[src/dbcs_pkg.sv]
// shared types and codes for the dbcs character span scanner
// no dependencies; imported by the pair cell, the result queue and the top level
package dbcs_pkg;

  // request codes carried in the input item's tuser
  localparam logic [1:0] REQ_CLEAR = 2'd0;
  localparam logic [1:0] REQ_CTRL  = 2'd1;
  localparam logic [1:0] REQ_SCAN  = 2'd2;

  // widths of the item fields
  localparam int BYTE_W = 8;
  localparam int KEY_W  = 16;
  localparam int LEN_W  = 16;

  // scan phase of the string being measured
  typedef enum logic [1:0] {
    PH_SCAN = 2'd0,
    PH_LEAD = 2'd1,
    PH_SKIP = 2'd2
  } scan_phase_t;

  // control handed to every cell of the pair chain
  typedef struct packed {
    logic             shift;
    logic [KEY_W-1:0] probe;
  } pair_ctl_t;

  // one result item
  typedef struct packed {
    logic             set_overflowed;
    logic             length_saturated;
    logic [LEN_W-1:0] span_length;
  } result_t;

endpackage

[src/dbcs_pair_cell.sv]
// one cell of the lead/trail pair chain: holds a key, passes it on when a pair is inserted
// and compares it against the probed pair; depends on dbcs_pkg
module dbcs_pair_cell
  import dbcs_pkg::*;
(
  input  logic             clk,
  input  pair_ctl_t        ctl,
  input  logic             active,
  input  logic [KEY_W-1:0] key_in,
  output logic [KEY_W-1:0] key_out,
  output logic             hit
);

  logic [KEY_W-1:0] key_r;

  // shift stage: take the neighbour's key on insertion
  always_ff @(posedge clk) begin
    if (ctl.shift) begin
      key_r <= key_in;
    end
  end

  // match against the probed pair, only inside the filled part of the chain
  assign key_out = key_r;
  assign hit     = active && (key_r == ctl.probe);

endmodule

[src/dbcs_out_fifo.sv]
// two-entry result queue between the scanner core and the output channel
// depends on dbcs_pkg
module dbcs_out_fifo
  import dbcs_pkg::*;
(
  input  logic    clk,
  input  logic    rst_n,
  input  logic    push,
  input  result_t push_data,
  output logic    full,
  output logic    pop_valid,
  input  logic    pop_ready,
  output result_t pop_data
);

  result_t    mem_r [2];
  logic       wr_ptr_r, wr_ptr_nxt;
  logic       rd_ptr_r, rd_ptr_nxt;
  logic [1:0] cnt_r, cnt_nxt;
  logic       pop;

  assign pop       = pop_valid && pop_ready;
  assign pop_valid = (cnt_r != 2'd0);
  assign full      = (cnt_r == 2'd2);
  assign pop_data  = mem_r[rd_ptr_r];

  // pointer and fill count update
  always_comb begin
    wr_ptr_nxt = push ? ~wr_ptr_r : wr_ptr_r;
    rd_ptr_nxt = pop  ? ~rd_ptr_r : rd_ptr_r;
    cnt_nxt    = cnt_r + {1'b0, push} - {1'b0, pop};
  end

  always_ff @(posedge clk) begin
    if (!rst_n) begin
      wr_ptr_r <= 1'b0;
      rd_ptr_r <= 1'b0;
      cnt_r    <= 2'd0;
    end else begin
      wr_ptr_r <= wr_ptr_nxt;
      rd_ptr_r <= rd_ptr_nxt;
      cnt_r    <= cnt_nxt;
    end
  end

  // storage
  always_ff @(posedge clk) begin
    if (push) begin
      mem_r[wr_ptr_r] <= push_data;
    end
  end

endmodule

[src/dbcs_character_span_scanner.sv]
// dbcs character span scanner: one item accepted per cycle, back to back, while in_tready
// is high; a span's result is queued and leaves on out_tvalid after older results. the pair
// chain compares all stored pairs in parallel and the member bitmap is one flip-flop per byte
// value, so each string byte is handled as accepted. in_tready falls only while both result
// queue slots are held. synchronous active-low reset clears the member bitmap, pair count,
// lead map, flags and the scan phase at once; no clearing pass follows
module dbcs_character_span_scanner
  import dbcs_pkg::*;
#(
  parameter int PAIR_DEPTH  = 16,
  parameter int COUNT_WIDTH = 16
) (
  input  logic        clk,
  input  logic        rst_n,
  // input item
  input  logic        in_tvalid,
  output logic        in_tready,
  input  logic [7:0]  in_tdata,   // [7:0] data_byte
  input  logic [1:0]  in_tuser,   // [1:0] req_type
  // result item
  output logic        out_tvalid,
  input  logic        out_tready,
  output logic [23:0] out_tdata,  // [15:0] span_length, [16] length_saturated,
                                  // [17] set_overflowed, [23:18] zero
  // configuration writes
  input  logic        cfg_valid,
  output logic        cfg_ready,
  input  logic [1:0]  cfg_index,
  input  logic [63:0] cfg_data
);

  localparam int PCNT_W = $clog2(PAIR_DEPTH + 1);

  // configuration and set state
  logic [63:0]             lead_map_r [4];
  logic [255:0]            single_r, single_nxt;
  logic [PCNT_W-1:0]       pair_cnt_r, pair_cnt_nxt;
  logic                    ctl_pend_r, ctl_pend_nxt;
  logic [BYTE_W-1:0]       ctl_lead_r, ctl_lead_nxt;
  logic                    closed_r, closed_nxt;
  logic                    ovf_r, ovf_nxt;
  // scan state
  scan_phase_t             phase_r, phase_nxt;
  logic [BYTE_W-1:0]       scan_lead_r, scan_lead_nxt;
  logic [COUNT_WIDTH-1:0]  span_cnt_r, span_cnt_nxt;
  logic                    sat_r, sat_nxt;

  logic                    acc;
  logic [1:0]              req;
  logic [BYTE_W-1:0]       b;
  logic                    b_zero;
  logic                    b_lead;
  logic                    b_member;
  logic                    pair_hit;
  logic                    is_scan;

  // scan decisions
  logic                    emit;
  logic                    add1;
  logic                    add2;
  logic                    insert;

  logic [COUNT_WIDTH:0]    span_sum;
  logic                    len_clamp;
  result_t                 res;
  logic                    fifo_full;
  result_t                 out_res;

  pair_ctl_t               chain_ctl;
  logic [KEY_W-1:0]        chain_key [PAIR_DEPTH+1];
  logic [PAIR_DEPTH-1:0]   cell_hit;

  assign cfg_ready = 1'b1;
  assign in_tready = !fifo_full;
  assign acc       = in_tvalid && in_tready;
  assign req       = in_tuser;
  assign b         = in_tdata;
  assign b_zero    = (b == '0);
  assign b_lead    = lead_map_r[b[7:6]][b[5:0]];
  assign b_member  = single_r[b];
  assign pair_hit  = |cell_hit;
  assign is_scan   = acc && (req == REQ_SCAN);

  // lead map registers
  always_ff @(posedge clk) begin
    if (!rst_n) begin
      for (int i = 0; i < 4; i++) begin
        lead_map_r[i] <= '0;
      end
    end else if (cfg_valid && cfg_ready) begin
      lead_map_r[cfg_index] <= cfg_data;
    end
  end

  // control set building
  always_comb begin
    single_nxt   = single_r;
    pair_cnt_nxt = pair_cnt_r;
    ctl_pend_nxt = ctl_pend_r;
    ctl_lead_nxt = ctl_lead_r;
    closed_nxt   = closed_r;
    ovf_nxt      = ovf_r;
    insert       = 1'b0;
    if (acc && (req == REQ_CLEAR)) begin
      single_nxt   = '0;
      pair_cnt_nxt = '0;
      ctl_pend_nxt = 1'b0;
      ctl_lead_nxt = '0;
      closed_nxt   = 1'b0;
      ovf_nxt      = 1'b0;
    end else if (acc && (req == REQ_CTRL) && !closed_r) begin
      if (ctl_pend_r) begin
        ctl_pend_nxt = 1'b0;
        if (b_zero) begin
          closed_nxt = 1'b1;
        end else if (pair_cnt_r < PCNT_W'(PAIR_DEPTH)) begin
          insert       = 1'b1;
          pair_cnt_nxt = pair_cnt_r + PCNT_W'(1);
        end else begin
          ovf_nxt = 1'b1;
        end
      end else if (b_zero) begin
        closed_nxt = 1'b1;
      end else if (b_lead) begin
        ctl_pend_nxt = 1'b1;
        ctl_lead_nxt = b;
      end else begin
        single_nxt[b] = 1'b1;
      end
    end
  end

  // scan phase: next state
  always_comb begin
    phase_nxt     = phase_r;
    scan_lead_nxt = scan_lead_r;
    if (is_scan) begin
      case (phase_r)
        PH_SCAN: begin
          if (b_zero) begin
            phase_nxt = PH_SCAN;
          end else if (b_lead) begin
            phase_nxt     = PH_LEAD;
            scan_lead_nxt = b;
          end else if (!b_member) begin
            phase_nxt = PH_SKIP;
          end
        end
        PH_LEAD: begin
          if (b_zero || pair_hit) begin
            phase_nxt = PH_SCAN;
          end else begin
            phase_nxt = PH_SKIP;
          end
        end
        PH_SKIP: begin
          if (b_zero) begin
            phase_nxt = PH_SCAN;
          end
        end
        default: begin
          phase_nxt = PH_SCAN;
        end
      endcase
    end
  end

  // scan phase: outputs (count steps and result)
  always_comb begin
    emit = 1'b0;
    add1 = 1'b0;
    add2 = 1'b0;
    if (is_scan) begin
      case (phase_r)
        PH_SCAN: begin
          if (b_zero) begin
            emit = 1'b1;
          end else if (!b_lead) begin
            add1 = b_member;
            emit = !b_member;
          end
        end
        PH_LEAD: begin
          add2 = !b_zero && pair_hit;
          emit = b_zero || !pair_hit;
        end
        default: begin
          emit = 1'b0;
        end
      endcase
    end
  end

  // span counter with saturation
  assign span_sum = {1'b0, span_cnt_r} + {{(COUNT_WIDTH-1){1'b0}}, add2, add1};

  always_comb begin
    span_cnt_nxt = span_cnt_r;
    sat_nxt      = sat_r;
    if (emit) begin
      span_cnt_nxt = '0;
      sat_nxt      = 1'b0;
    end else if (add1 || add2) begin
      if (span_sum[COUNT_WIDTH]) begin
        span_cnt_nxt = '1;
        sat_nxt      = 1'b1;
      end else begin
        span_cnt_nxt = span_sum[COUNT_WIDTH-1:0];
      end
    end
  end

  // result clamp to the output field
  assign len_clamp = ((span_cnt_r >> LEN_W) != '0);

  always_comb begin
    res.span_length      = len_clamp ? '1 : LEN_W'(span_cnt_r);
    res.length_saturated = sat_r || len_clamp;
    res.set_overflowed   = ovf_r;
  end

  // state registers
  always_ff @(posedge clk) begin
    if (!rst_n) begin
      single_r    <= '0;
      pair_cnt_r  <= '0;
      ctl_pend_r  <= 1'b0;
      ctl_lead_r  <= '0;
      closed_r    <= 1'b0;
      ovf_r       <= 1'b0;
      phase_r     <= PH_SCAN;
      scan_lead_r <= '0;
      span_cnt_r  <= '0;
      sat_r       <= 1'b0;
    end else begin
      single_r    <= single_nxt;
      pair_cnt_r  <= pair_cnt_nxt;
      ctl_pend_r  <= ctl_pend_nxt;
      ctl_lead_r  <= ctl_lead_nxt;
      closed_r    <= closed_nxt;
      ovf_r       <= ovf_nxt;
      phase_r     <= phase_nxt;
      scan_lead_r <= scan_lead_nxt;
      span_cnt_r  <= span_cnt_nxt;
      sat_r       <= sat_nxt;
    end
  end

  // pair chain: a new pair enters cell 0, older pairs move one cell on
  assign chain_ctl.shift = insert;
  assign chain_ctl.probe = {scan_lead_r, b};
  assign chain_key[0]    = {ctl_lead_r, b};

  for (genvar g = 0; g < PAIR_DEPTH; g++) begin : g_cell
    dbcs_pair_cell u_cell (
      .clk     (clk),
      .ctl     (chain_ctl),
      .active  (PCNT_W'(g) < pair_cnt_r),
      .key_in  (chain_key[g]),
      .key_out (chain_key[g+1]),
      .hit     (cell_hit[g])
    );
  end

  // result queue
  dbcs_out_fifo u_out_fifo (
    .clk       (clk),
    .rst_n     (rst_n),
    .push      (emit),
    .push_data (res),
    .full      (fifo_full),
    .pop_valid (out_tvalid),
    .pop_ready (out_tready),
    .pop_data  (out_res)
  );

  assign out_tdata = {6'd0, out_res.set_overflowed, out_res.length_saturated,
                      out_res.span_length};

endmodule

[config.mk]
export PLATFORM = sky130hd
export DESIGN_NAME = dbcs_character_span_scanner
export DESIGN_NICKNAME = d
export VERILOG_FILES = /design/src/dbcs_pkg.sv /design/src/dbcs_pair_cell.sv /design/src/dbcs_out_fifo.sv /design/src/dbcs_character_span_scanner.sv
export SDC_FILE = /design/constraint.sdc
export NUM_CORES = 1
export LEC_CHECK = 0
export BUFFER_PORTS_ARGS = -buffer_cell sky130_fd_sc_hd__clkbuf_2
export CORE_UTILIZATION = 35
export CTS_BUF_LIST = sky130_fd_sc_hd__clkbuf_8
export CTS_CLUSTER_SIZE = 30
export DETAILED_ROUTE_END_ITERATION = 6
export PLACE_DENSITY_LB_ADDON = 0.3
export SLEW_MARGIN = 20
export SYNTH_ARGS = -nofsm -noshare
export SYNTH_HDL_FRONTEND = slang
export SYNTH_SLANG_ARGS = --single-unit
[constraint.sdc]
create_clock -name clk -period 17.3 [get_ports clk]
set_clock_uncertainty 0.1 [all_clocks]
set_input_delay 1.73 -clock clk [delete_from_list [all_inputs] [get_ports clk]]
set_output_delay 1.73 -clock clk [all_outputs]
set_load 0.05 [all_outputs]
# Yosys cells after proc, flatten, opt, wreduce, memory -nomap -nowiden
# Memories as Yosys holds them, arrays and structs flattened. A register that Yosys moved wholly into a read port is not among the register bits.
# Cells that the tools add are included.
# totals
latchBits	0
input_bits	81
ramBits	292
out_inout_bits	27
word_cells	176
mem_bits_ro	0
reg_bits	559
mem_count	2
# mem_list
name	words	word_bits	rd	rd_clocked_by_memory_dff	write_ports	line_no	source
lead_map_r	4	64	1	0	4	dbcs_character_span_scanner.sv:35	logic [63:0] lead_map_r [4];
u_out_fifo.mem_r	2	18	1	1	1	dbcs_out_fifo.sv:16	result_t mem_r [2];
# op_classes
div	0
bitwise	8
reduce_logical	48
n_mul	0
n_addsub	4
magnitude_cmp	20
shifts	0
muxes	42
eq_ne	23
# ops
cell	n
16-bit == test	16
256-bit OR	1
64-bit 2-to-1 mux	1
64-bit OR reduction	1
4-bit by 5-bit < comparator with 1-bit output, first input constant	8
1-bit 2-to-1 mux	29
1-bit logical AND	24
3-bit by 5-bit < comparator with 1-bit output, first input constant	4
4-bit AND reduction	5
16-bit by 2-bit adder with 17-bit output	1
16-bit 2-to-1 mux	1
16-bit OR reduction	1
2-bit 2-to-1 mux	6
1-bit by 5-bit < comparator with 1-bit output, first input constant	2
2-bit by 5-bit < comparator with 1-bit output, first input constant	2
8-bit by 9-bit < comparator with 1-bit output, second input constant	1
1-bit binary-select mux with 8-bit select	1
1-bit demux with 8-bit select	1
8-bit by 1-bit greater-or-equal comparator with 1-bit output, second input constant	1
8-bit logical NOT	1
6-bit by 7-bit < comparator with 1-bit output, second input constant	1
1-bit inverter	7
1-bit binary-select mux with 6-bit select	1
2-bit == test, second input constant	3
other kinds (16)	26

# Longest topological paths before layout
# Gate-level depths: netlist of run 1.
# depth
word_depth	9
mapped_depth	21
ltp_nobuf	15

# Modules after synthesis
# A second synthesis of run 1 with hierarchy kept.
# hier_totals
cells_unflattened	2845
area_unflattened_um2	36571.3
# modules_own_cells
mod	seq_area_each_um2	area_each_um2	cells_each	instances
dbcs_character_span_scanner	13673.1	24384.6	2158	1
dbcs_pair_cell	480.5	661.9	38	16
dbcs_out_fifo	1181.1	1596.5	79	1

# Worst setup path after synthesis of run 1
# OpenSTA, ideal clock, no wires.
# synth_timing
path_kind	input to register
from	input port in_tdata[7]
to	register pair_cnt_r[2]
required_time_ns	17.134
path_stages	13
setup_slack_ns	5.678
path_buffers	6
t_arrival_ns	11.456
setup_time_ns	0.066
path_cell_list	buf_2 > buf_2 > buf_2 > buf_1 > nor2_1 > and3_1 > clkbuf_1 > nor3b_1 > nor2b_1 > clkbuf_1 > nand2_1 > xor2_1 > nor2_1
# synth_between
elab_chain_cells	3
# synth_rtl
element	line_no	source
start: declaration	dbcs_character_span_scanner.sv:18	input logic [7:0] in_tdata,
8-bit logical NOT	dbcs_character_span_scanner.sv:78	assign b_zero = (b == '0);
1-bit inverter (no source line)	--	
4-bit AND reduction (no source line)	--	
end signal: assignment	dbcs_character_span_scanner.sv:237	pair_cnt_r <= pair_cnt_nxt;
end: declaration	dbcs_character_span_scanner.sv:37	logic [PCNT_W-1:0] pair_cnt_r, pair_cnt_nxt;
# Every way passes these cells.
# A chain may end at the register's enable or synchronous reset.

# Worst setup path in the final report of run 1
# layout_timing
from	input port in_tdata[1]
to	register span_cnt_r[9]
# layout_between
elab_chain_cells	8
elab_cells_between_ends	57
cone_classes	add/sub (1); eq/ne (16); mux (15); reduce/logical (25)
# layout_rtl
element	line_no	source
1-bit binary-select mux with 8-bit select (tied with other cells)	dbcs_character_span_scanner.sv:80	assign b_member = single_r[b];
1-bit 2-to-1 mux (not written as such) (tied with other cells)	dbcs_character_span_scanner.sv:80	
1-bit 2-to-1 mux (tied with other cells)	dbcs_character_span_scanner.sv:178	end else if (!b_lead) begin
1-bit 2-to-1 mux (tied with other cells)	dbcs_character_span_scanner.sv:176	if (b_zero) begin
1-bit 2-to-1 mux (tied with other cells)	dbcs_character_span_scanner.sv:174	case (phase_r)
1-bit 2-to-1 mux or 1-bit case mux with 2 select lines (tied branches)	dbcs_character_span_scanner.sv:173, dbcs_character_span_scanner.sv:174	
16-bit by 2-bit adder with 17-bit output or 1-bit 2-to-1 mux (tied branches)	dbcs_character_span_scanner.sv:195, dbcs_character_span_scanner.sv:173	
16-bit 2-to-1 mux or 2-bit OR reduction (tied branches)	--	
end signal: assignment	dbcs_character_span_scanner.sv:244	span_cnt_r <= span_cnt_nxt;
end: declaration	dbcs_character_span_scanner.sv:45	logic [COUNT_WIDTH-1:0] span_cnt_r, span_cnt_nxt;
# Several ways; a longest one is shown, not always the timed one. The select of a mux whose other input is x is not followed.

==> results.json, run 1 <==
{
  "setup-tns-final_ns": 0,
  "chipHeight_um": 324.5,
  "arrival_ns": 7.66,
  "h-tree-depth": 4,
  "drt-wirelength-per-cell_um": 20.87,
  "synth_edf_count": 548,
  "crit_fanout": 39,
  "peakVddDrop_uv": 53.40,
  "cap_viol_max_count": 0,
  "drv_slew": 0,
  "initial_utilization": 0.3553,
  "synth_area_um2": 36410,
  "drtAntennaViolNets": 0,
  "worstPathCellList": "buf_6 -> buf_4 -> buf_4 -> mux4_2 -> a22o_1 -> a2111oi_0 -> a2111oi_0 -> or4_1 -> and2_1 -> and3_1 -> ha_1 -> inv_1 -> fa_1 -> nor2b_1 -> nand2_1 -> inv_1 -> nor3_1 -> a211oi_1",
  "vias": 22231,
  "clkLatencyLatePin_ns": 0.82,
  "routed_wl_um": 90180,
  "async_reset_ff_frac": 0,
  "core_area_um2": 102500,
  "post_cts_resized": 0,
  "max-slew-margin-rel": 0.2498,
  "place_hpwl_um": 52660,
  "setup_viol": 0,
  "cts_tree": "yes",
  "slowest_delay_ns": 0.75,
  "ys.flop_type": "edfxtp_1",
  "area_growth_pct": 12.27,
  "hold_class": "reg2reg",
  "place.gp.congestion": 0.7843,
  "clock-sinks": 852,
  "die_x_um": 324.5,
  "numCtsBuffers": 150,
  "grt_pass1_wl_um": 138000,
  "fmax_mhz": 140.3,
  "cp-end-kind": "flop",
  "overflow": 0,
  "grt_antenna_before_repair": 10,
  "synth.avg_cell_area_um2": 13.24,
  "hold_viol_final": 0,
  "die_area_um2": 105300,
  "period_needed_ns": 7.126,
  "ys_ff_latch": 852,
  "rsz0062_at_grt": "no",
  "critical_path_required_ns": 17.83,
  "cts_hold_buf": 0,
  "vias_per_cell": 5.145,
  "drive_gt1_frac": 0.1823,
  "critPathLaunchType": "input pin",
  "nNetsFinal": 2921,
  "powerDensity_nw_per_um2": 105.3,
  "first_global_vias": 22744,
  "path_class": "in2reg",
  "clock_tree.root_cell": "clkbuf_8",
  "worst_pin_slew_ns": 1.125,
  "syn_inst": 2749,
  "yosysWarningCount": 0,
  "drc": 0,
  "numPortBuffers": 100,
  "cp_slowest_cell": "buf_4",
  "leakage_nw": 14.80,
  "post-route-util": 0.3989,
  "cts_buffer_depth": 3,
  "clkTransAtPathRegs_ns": 0.06,
  "first_pass_iters": 5,
  "cts_setup_buffers": 0,
  "status": "complete, no violations",
  "grt_usage": 0.1703,
  "grt_max_degree": 258,
  "ys_seq_area_frac": 0.6191,
  "ff2ff_setup_slack_ns": 12.45,
  "pin_count": 108,
  "fp-row-count": 117,
  "synth_cell_type_count": 73,
  "fin_crit_sh": 0.4119,
  "drt-initial-drc-count": 1795
}
==> Yosys cell counts, types with 3 or more instances <==
master	count	share of area
mux2i_1	64	0.018
nor2_1	302	0.031
nand2_1	49	0.0051
buf_2	34	0.0047
and3_1	73	0.013
nand2b_1	9	0.0015
nor4_4	6	0.0035
a211oi_1	11	0.0023
or2_2	7	0.0012
a22oi_1	12	0.0025
a2111oi_0	3	0.00072
nor4_1	56	0.0096
o22ai_1	13	0.0022
buf_6	12	0.0037
buf_1	8	0.00082
xnor2_1	51	0.012
dfxtp_1	304	0.17
ha_1	5	0.0017
a22o_1	3	0.00072
a21oi_1	150	0.021
a31o_2	3	0.00072
a311oi_1	7	0.0017
mux2_2	19	0.0059
edfxtp_1	548	0.45
xor2_1	211	0.051
a211o_1	3	0.00072
o21ai_0	9	0.0012
o21a_1	4	0.00082
clkbuf_1	123	0.013
buf_4	42	0.0087
a31oi_1	138	0.024
nor3b_1	3	0.00062
and2_1	206	0.035
nor2b_1	24	0.0041
nand3_1	19	0.0026
nor3_1	17	0.0023
mux4_2	127	0.079
inv_1	13	0.0013
nand4_1	16	0.0027
a41oi_1	3	0.00072
==> cells in the final DEF, fill, tap and decap left out, types with 22 or more instances in the layout <==
cell / n
a21oi_1: 150
a31oi_1: 138
and2_1: 205
and3_1: 73
buf_4: 48
clkbuf_2: 94
clkbuf_8: 164
dfxtp_1: 304
edfxtp_1: 548
inv_1: 83
mux2i_1: 64
mux4_2: 127
nand2_1: 48
nor2_1: 293
nor2b_1: 22
nor4_1: 55
xnor2_1: 51
xor2_1: 211
==> stage by stage <==
stage / power [mW] / area [um2] / cells / worst slack [ns] / hold WS [ns]
after CTS: 4.359 / 40840 / 4318 / 10.24 / 0.3130
final: 4.303 / 40880 / 4321 / 10.17 / 0.3106
after global routing: 4.472 / 40880 / 4321 / 9.793 / 0.3165
after detailed placement: 2.624 / 38070 / 4049 / 9.386 / 0.3179
after global placement: 2.620 / 38070 / 4049 / 9.349 / 0.3108
after floorplan: 2.519 / 36430 / 2754 / 5.678 / 0.3054
==> worst max-delay path, delay by kind of cell <==
family	cells	cell delay (ns)
and+or+nand+nor	6	1.86
AOI/OAI and AO/OA	4	0.91
muxes	1	0.58
adders and majority gates	2	0.42
buffers and inverters	5	2.03
==> registers in the layout (all words and copies together) (netlist names), 5 cells and up, named ones only <==
register	count
g_cell.u_cell.key_out	256
lead_map_r	256
single_r	256
u_out_fifo.mem_r	36
span_cnt_r	16
ctl_lead_r	8
scan_lead_r	8
pair_cnt_r	5
==> logic make-up after synthesis <==
group           share of synthesized area
flops                              0.6191
simple gates                       0.1168
compound gates                    0.06447
xor+xnor                          0.06303
buf+inv                           0.03200
mux                                0.1020
fa+ha+maj                        0.002268
other cells                     0.0002063
==> final timing paths <==
| check | start | endpoint | depth (start not counted) |
|---|---|---|---|
| max | in_tdata[1] | span_cnt_r[9]$_SDFFE_PP0N_ | 18 |
| min | ctl_lead_r[0]$_SDFFE_PP0P_ | g_cell[0].u_cell.key_out[8]$_DFFE_PP_ | 0 |
| max reg2reg | lead_map_r[2][57]$_SDFFCE_PN0P_ | span_cnt_r[9]$_SDFFE_PP0N_ | 14 |
| min reg2reg | ctl_lead_r[0]$_SDFFE_PP0P_ | g_cell[0].u_cell.key_out[8]$_DFFE_PP_ | 0 |
==> final cells by class <==
type / count / area [um2]
multi-input cells: 1669 / 12890
well taps: 1368 / 1712
repair buffers: 147 / 905.9
flip-flops and latches: 852 / 22540
diodes: 2 / 5.005
fillers: 9738 / 61600
clock inverters: 105 / 515.5
inverters: 14 / 52.55
clock buffers: 164 / 2257
==> report_power, final <==
part           switching (mW)  leakage, nW  internal [mW]
Clock                   0.834         1.69          0.891
Combinational           0.228         5.50          0.113
Sequential             0.0227         7.62           2.21
Total                    1.08         14.8           3.22
==> layer usage <==
metal,track usage,share of wire,wire length [um]
met1,0.2279,0.45,40210
met2,0.2778,0.48,43490
met3,0.03236,0.050,4526
met4,0.05496,0.021,1901
met5,0,0.00055,50
Note: power is estimated with default switching activity, not from simulation.
==> run 2, diff against run 1 <==
==> constraint.sdc (replaced) <==
create_clock -name clk -period 6 [get_ports clk]
set_clock_uncertainty 0.1 [all_clocks]
set_input_delay 0.6 -clock clk [delete_from_list [all_inputs] [get_ports clk]]
set_output_delay 0.6 -clock clk [all_outputs]
set_load 0.05 [all_outputs]
==> run 2 against run 1 <==
  * Clock power rose to 2.7 times the previous value
  * Routed wire length fell by 0.43%
  * Flip-flop and latch count did not move
==> results.json, run 2 (synthesis results as in run 1) <==
{
  "rsz0062_at_grt": "no",
  "critPathLaunchType": "input pin",
  "fp-row-count": 117,
  "period_needed_ns": 4.765,
  "grt_pass1_wl_um": 138100,
  "first_global_vias": 22930,
  "h-tree-depth": 4,
  "num-fill-cells": 9696,
  "instances_no_fill": 4406,
  "max-slew-margin-rel": 0.2650,
  "overflow": 0,
  "wl_met1_um": 40260,
  "hold_class": "in2reg",
  "reg2reg_to": "span_cnt_r[9]$_SDFFE_PP0N_",
  "final_common_cell": "edfxtp_1",
  "ff2ff_setup_slack_ns": 1.41,
  "setup_viol": 0,
  "cap_viol_max_count": 0,
  "drive_gt1_frac": 0.1838,
  "crit_fanout": 39,
  "pin_count": 108,
  "hold_viol_final": 0,
  "min_from": "cfg_data[27]",
  "holdWs_ns": 0.07673,
  "clock-sinks": 852,
  "clkTransAtPathRegs_ns": 0.05,
  "vias_per_cell": 5.077,
  "clock_tree.root_cell": "clkbuf_8",
  "worst_pin_slew_ns": 1.101,
  "initial_utilization": 0.3553,
  "final_cell_area_um2": 41690,
  "area_growth_pct": 14.51,
  "postPlaceCellArea_um2": 38460,
  "routed_wl_um": 89790,
  "powerDensity_nw_per_um2": 293.0,
  "clkLatencyLatePin_ns": 0.81,
  "placed_cells": 4082,
  "fin_crit_sh": 0.7942,
  "drv_slew": 0,
  "peakVddDrop_uv": 172.4,
  "path_class": "in2reg",
  "place_hpwl_um": 54690,
  "route.met2.wl_um": 43690,
  "cp-end-kind": "flop",
  "fmax_mhz": 209.9,
  "die_x_um": 324.5,
  "core_area_um2": 102500,
  "cts_setup_buffers": 0,
  "route.met3.wl_um": 4255,
  "final_cell_mix": "548 x edfxtp_1, 303 x dfxtp_1, 291 x nor2_1",
  "multi_input_area_um2": 12900,
  "r2r_cells": 15,
  "place.gp.congestion": 0.8044,
  "grt_antenna_before_repair": 6,
  "drt-wirelength-per-cell_um": 20.38,
  "cts_buffer_depth": 3,
  "die_area_um2": 105300,
  "numPortBuffers": 100,
  "first_pass_iters": 5,
  "numCtsBuffers": 143,
  "leakage_nw": 15.14,
  "grt_max_degree": 218,
  "drc": 0,
  "setup-tns-final_ns": 0,
  "hold_depth": 2,
  "r2r_start": "single_r[155]$_SDFFE_PP0P_",
  "post-route-util": 0.4068,
  "grt_usage": 0.1693,
  "critical_path_required_ns": 6.58,
  "arrival_ns": 5.35,
  "chipHeight_um": 324.5,
  "seqCellArea_um2": 22540,
  "worstHoldEndpoint": "lead_map_r[1][27]$_SDFFCE_PN0P_",
  "drtAntennaViolNets": 0,
  "drt-initial-drc-count": 1615,
  "status": "complete, no violations",
  "cts_tree": "yes",
  "vias": 22368,
  "nNetsFinal": 3008,
  "top_layer_used": "met5"
}
## run 2: area by class of cell
class,instances,area share
inverters,14,0.001261
diodes,2,0.0001201
well taps,1368,0.04106
repair buffers,241,0.04508
clock inverters,105,0.01122
flip-flops and latches,852,0.5407
clock buffers,155,0.05117
multi-input cells,1669,0.3093
## run 2: worst max-delay path by stage
stage / from / to / slack (ns) / cells after the start
global route: in_tdata[6] / span_cnt_r[11]$_SDFFE_PP0N_ / 1.04 / 15
global placement: in_tdata[6] / span_cnt_r[9]$_SDFFE_PP0N_ / 0.56 / 16
finish: in_tdata[6] / span_cnt_r[9]$_SDFFE_PP0N_ / 1.23 / 16
CTS: in_tdata[6] / span_cnt_r[9]$_SDFFE_PP0N_ / 1.40 / 16
floorplan: in_tdata[7] / pair_cnt_r[2]$_SDFFE_PP0P_ / 1.02 / 13
detailed placement: in_tdata[6] / span_cnt_r[9]$_SDFFE_PP0N_ / 0.56 / 16
## run 2: through the flow
stage | setup WS, ns | power [mW]
after floorplan | 1.021 | 7.257
after global placement | 0.5637 | 7.581
after detailed placement | 0.5648 | 7.589
after CTS | 1.404 | 12.37
after global routing | 1.038 | 12.68
final | 1.235 | 12.21
## run 2: timing repair
item                                   4_1_cts  5_1_grt
endpoints found under the hold margin      221        0
hold buffers                                62        0
setup endpoints to repair                    0        0
resized for setup                            0        0
## run 2: report_power, final
group | internal [mW] | switching (mW)
clock | 2.39 | 2.34
sequential | 6.38 | 0.0821
combinational | 0.365 | 0.652
## run 2: worst max-delay path: stages
cell	delay, ns
buf_4	0.60
mux4_2	0.59
nor2b_1	0.14
a211o_1	0.26
a41oi_1	0.47
o211ai_2	0.35
o21ai_1	0.33
and3_1	0.36
ha_1	0.22
inv_1	0.05
fa_1	0.40
nor2b_1	0.17
nand2_1	0.19
inv_1	0.17
nor3_1	0.12
a211oi_1	0.28
## run 2: metal layers
layer  up-vias  track usage
li1      10471            -
met1     11262       0.2252
met2       496       0.2800
met3       131      0.03468
met4         8      0.04573
met5         -            0
==> run 3, diff against run 2 <==
==> constraint.sdc (replaced) <==
create_clock -name clk -period 4.6 [get_ports clk]
set_clock_uncertainty 0.1 [all_clocks]
set_input_delay 0.46 -clock clk [delete_from_list [all_inputs] [get_ports clk]]
set_output_delay 0.46 -clock clk [all_outputs]
set_load 0.05 [all_outputs]
==> run 3 against run 2 <==
  * Die area did not move
  * Core utilization rose by 0.88 points
  * Sequential power rose by 30%
  * Global-route usage rose by 0.17 points
  * Largest power group unchanged
  * Count of clock-buffer cells in the layout rose by 4
  * Power rose by 33%
==> results.json, run 3 (synthesis results as in run 1) <==
{
  "fmax_mhz": 238.8,
  "vias": 22756,
  "pin_count": 108,
  "cap_viol_max_count": 0,
  "initial_utilization": 0.3553,
  "worst_pin_slew_ns": 1.065,
  "chipHeight_um": 324.5,
  "critical_path_required_ns": 5.23,
  "min_from": "in_tuser[1]",
  "drt-wirelength-per-cell_um": 20.18,
  "p_int_mw": 12.15,
  "power.total_mw": 16.19,
  "cp-end-kind": "flop",
  "cts_tree": "yes",
  "path_class": "reg2reg",
  "numPortBuffers": 100,
  "rsz0062_at_grt": "no",
  "first_pass_iters": 5,
  "grt_max_degree": 81,
  "overflow": 0,
  "final_common_cell": "edfxtp_1",
  "clkLatencyLatePin_ns": 0.83,
  "critPathLaunchType": "flop",
  "h-tree-depth": 4,
  "p_switching_mw": 4.038,
  "clock_tree.root_cell": "clkbuf_8",
  "setup_viol": 0,
  "drt-initial-drc-count": 1501,
  "status": "complete, no violations",
  "num-fill-cells": 9645,
  "cts_buffer_depth": 3,
  "ff2ff_setup_slack_ns": 0.41,
  "drv_slew": 0,
  "r2r_start": "lead_map_r[3][45]$_DFFE_PP_",
  "numCtsBuffers": 145,
  "period_needed_ns": 4.187,
  "crit_fanout": 7,
  "reg2reg_to": "span_cnt_r[11]$_SDFFE_PP0N_",
  "hold_viol_final": 0,
  "drtAntennaViolNets": 0,
  "powerDensity_nw_per_um2": 380.1,
  "leakage_nw": 15.67,
  "routed_wl_um": 90740,
  "fin_crit_sh": 0.9103,
  "power_frac_comb": 0.087,
  "hold_class": "in2reg",
  "core_area_um2": 102500,
  "area_growth_pct": 16.99,
  "clkTransAtPathRegs_ns": 0.06,
  "peakVddDrop_uv": 258.8,
  "fp-row-count": 117,
  "critPathLaunch": "lead_map_r[3][45]$_DFFE_PP_",
  "grt_pass1_wl_um": 138900,
  "place_hpwl_um": 57630,
  "arrival_ns": 4.82,
  "die_area_um2": 105300,
  "r2r_cells": 16,
  "worstSetupEndpoint": "span_cnt_r[11]$_SDFFE_PP0N_",
  "grt_usage": 0.1711,
  "final_cell_mix": "548 x edfxtp_1, 304 x dfxtp_1, 299 x nor2_1",
  "first_global_vias": 23551,
  "vias_per_cell": 5.060,
  "place.gp.congestion": 0.8094,
  "clock-sinks": 852,
  "holdWs_ns": 0.1097,
  "nNetsFinal": 3097,
  "drc": 0,
  "grt_antenna_before_repair": 4,
  "drive_gt1_frac": 0.2035,
  "max-slew-margin-rel": 0.2902,
  "die_x_um": 324.5,
  "pwr-share-seq": 0.520,
  "swShare": 0.2494,
  "pwr-share-clk": 0.393
}
-- run 3: cell count changes in the layout (fill, tap and decap cells not counted), sizes merged --
| cell | previous run | this run |
|---|---|---|
| clkinvlp | 2 | 6 |
| clkinv | 36 | 28 |
| buf | 85 | 165 |
| inv | 81 | 82 |
| diode | 2 | 3 |
| clkbuf | 249 | 254 |
| bufinv | 0 | 2 |
| dlygate4sd3 | 62 | 68 |
-- run 3: layer usage --
layer	GRT usage	vias to the layer above	wire length [um]
li1	-	10654	-
met1	0.2209	11421	40000
met2	0.2828	524	44070
met3	0.03890	153	4327
met4	0.05691	4	2326
met5	0	-	24
-- run 3: worst min path at each step --
stage / slack (ns) / endpoint / cells past startpoint
after floorplan: 0.31 / single_r[0]$_SDFFE_PP0P_ / 2
after global placement: 0.31 / g_cell[0].u_cell.key_out[9]$_DFFE_PP_ / 0
after detailed placement: 0.32 / g_cell[0].u_cell.key_out[10]$_DFFE_PP_ / 0
after CTS: 0.03 / phase_r[0]$_SDFFE_PN0P_ / 4
after global routing: 0.09 / phase_r[0]$_SDFFE_PN0P_ / 4
final: 0.11 / phase_r[0]$_SDFFE_PN0P_ / 4
-- run 3: stage by stage --
| step | area [um2] | TNS (ns) | instances | setup slack (ns) | util |
|---|---|---|---|---|---|
| final | 42590 | 0 | 4497 | 0.4128 | 0.4157 |
| after global routing | 42590 | 0 | 4496 | 0.1237 | 0.4156 |
| after CTS | 42580 | 0 | 4494 | 0.2144 | 0.4155 |
| after detailed placement | 39200 | -4.800 | 4163 | -0.3686 | 0.3826 |
| after global placement | 39160 | -4.565 | 4161 | -0.3467 | 0.3821 |
| after floorplan | 36440 | 0 | 2754 | 0.2142 | - |
-- run 3: layout make-up --
type	instances	area (um2)	share of cell area
antenna	3	7.507	0.0001763
clock buffer	159	2188	0.05138
clock inverter	104	510.5	0.01199
inverter	14	52.55	0.001234
multi-input combinational	1669	12860	0.3019
sequential	852	22540	0.5292
tap	1368	1712	0.04019
timing repair buffer	328	2721	0.06389
-- run 3: power by group through the flow --
stage,Clock (mW),Combinational [mW],Sequential [mW]
floorplan,0,0.934,8.53
global placement,0,1.36,8.58
detailed placement,0,1.38,8.58
CTS,6.53,1.43,8.42
global route,6.87,1.51,8.44
finish,6.36,1.41,8.42
-- run 3: critical path, stage by stage (launching register included) --
cell,delay (ns)
edfxtp_1,0.39
mux4_2,0.48
mux4_2,0.48
o22ai_1,0.22
or3_1,0.16
o211ai_2,0.14
o21ai_2,0.38
and3_1,0.32
ha_1,0.20
inv_1,0.05
fa_1,0.39
nor2b_1,0.16
nand2_1,0.09
buf_4,0.16
o21ai_0,0.08
a21oi_1,0.09
a211oi_1,0.21
-- run 3: repair_timing --
action | in CTS | in global routing
buffers inserted | 0 | 0
endpoints found under the hold margin | 263 | 0
hold buffers | 68 | 0
endpoints found under the setup margin | 0 | 4
gates resized for setup | 0 | 1
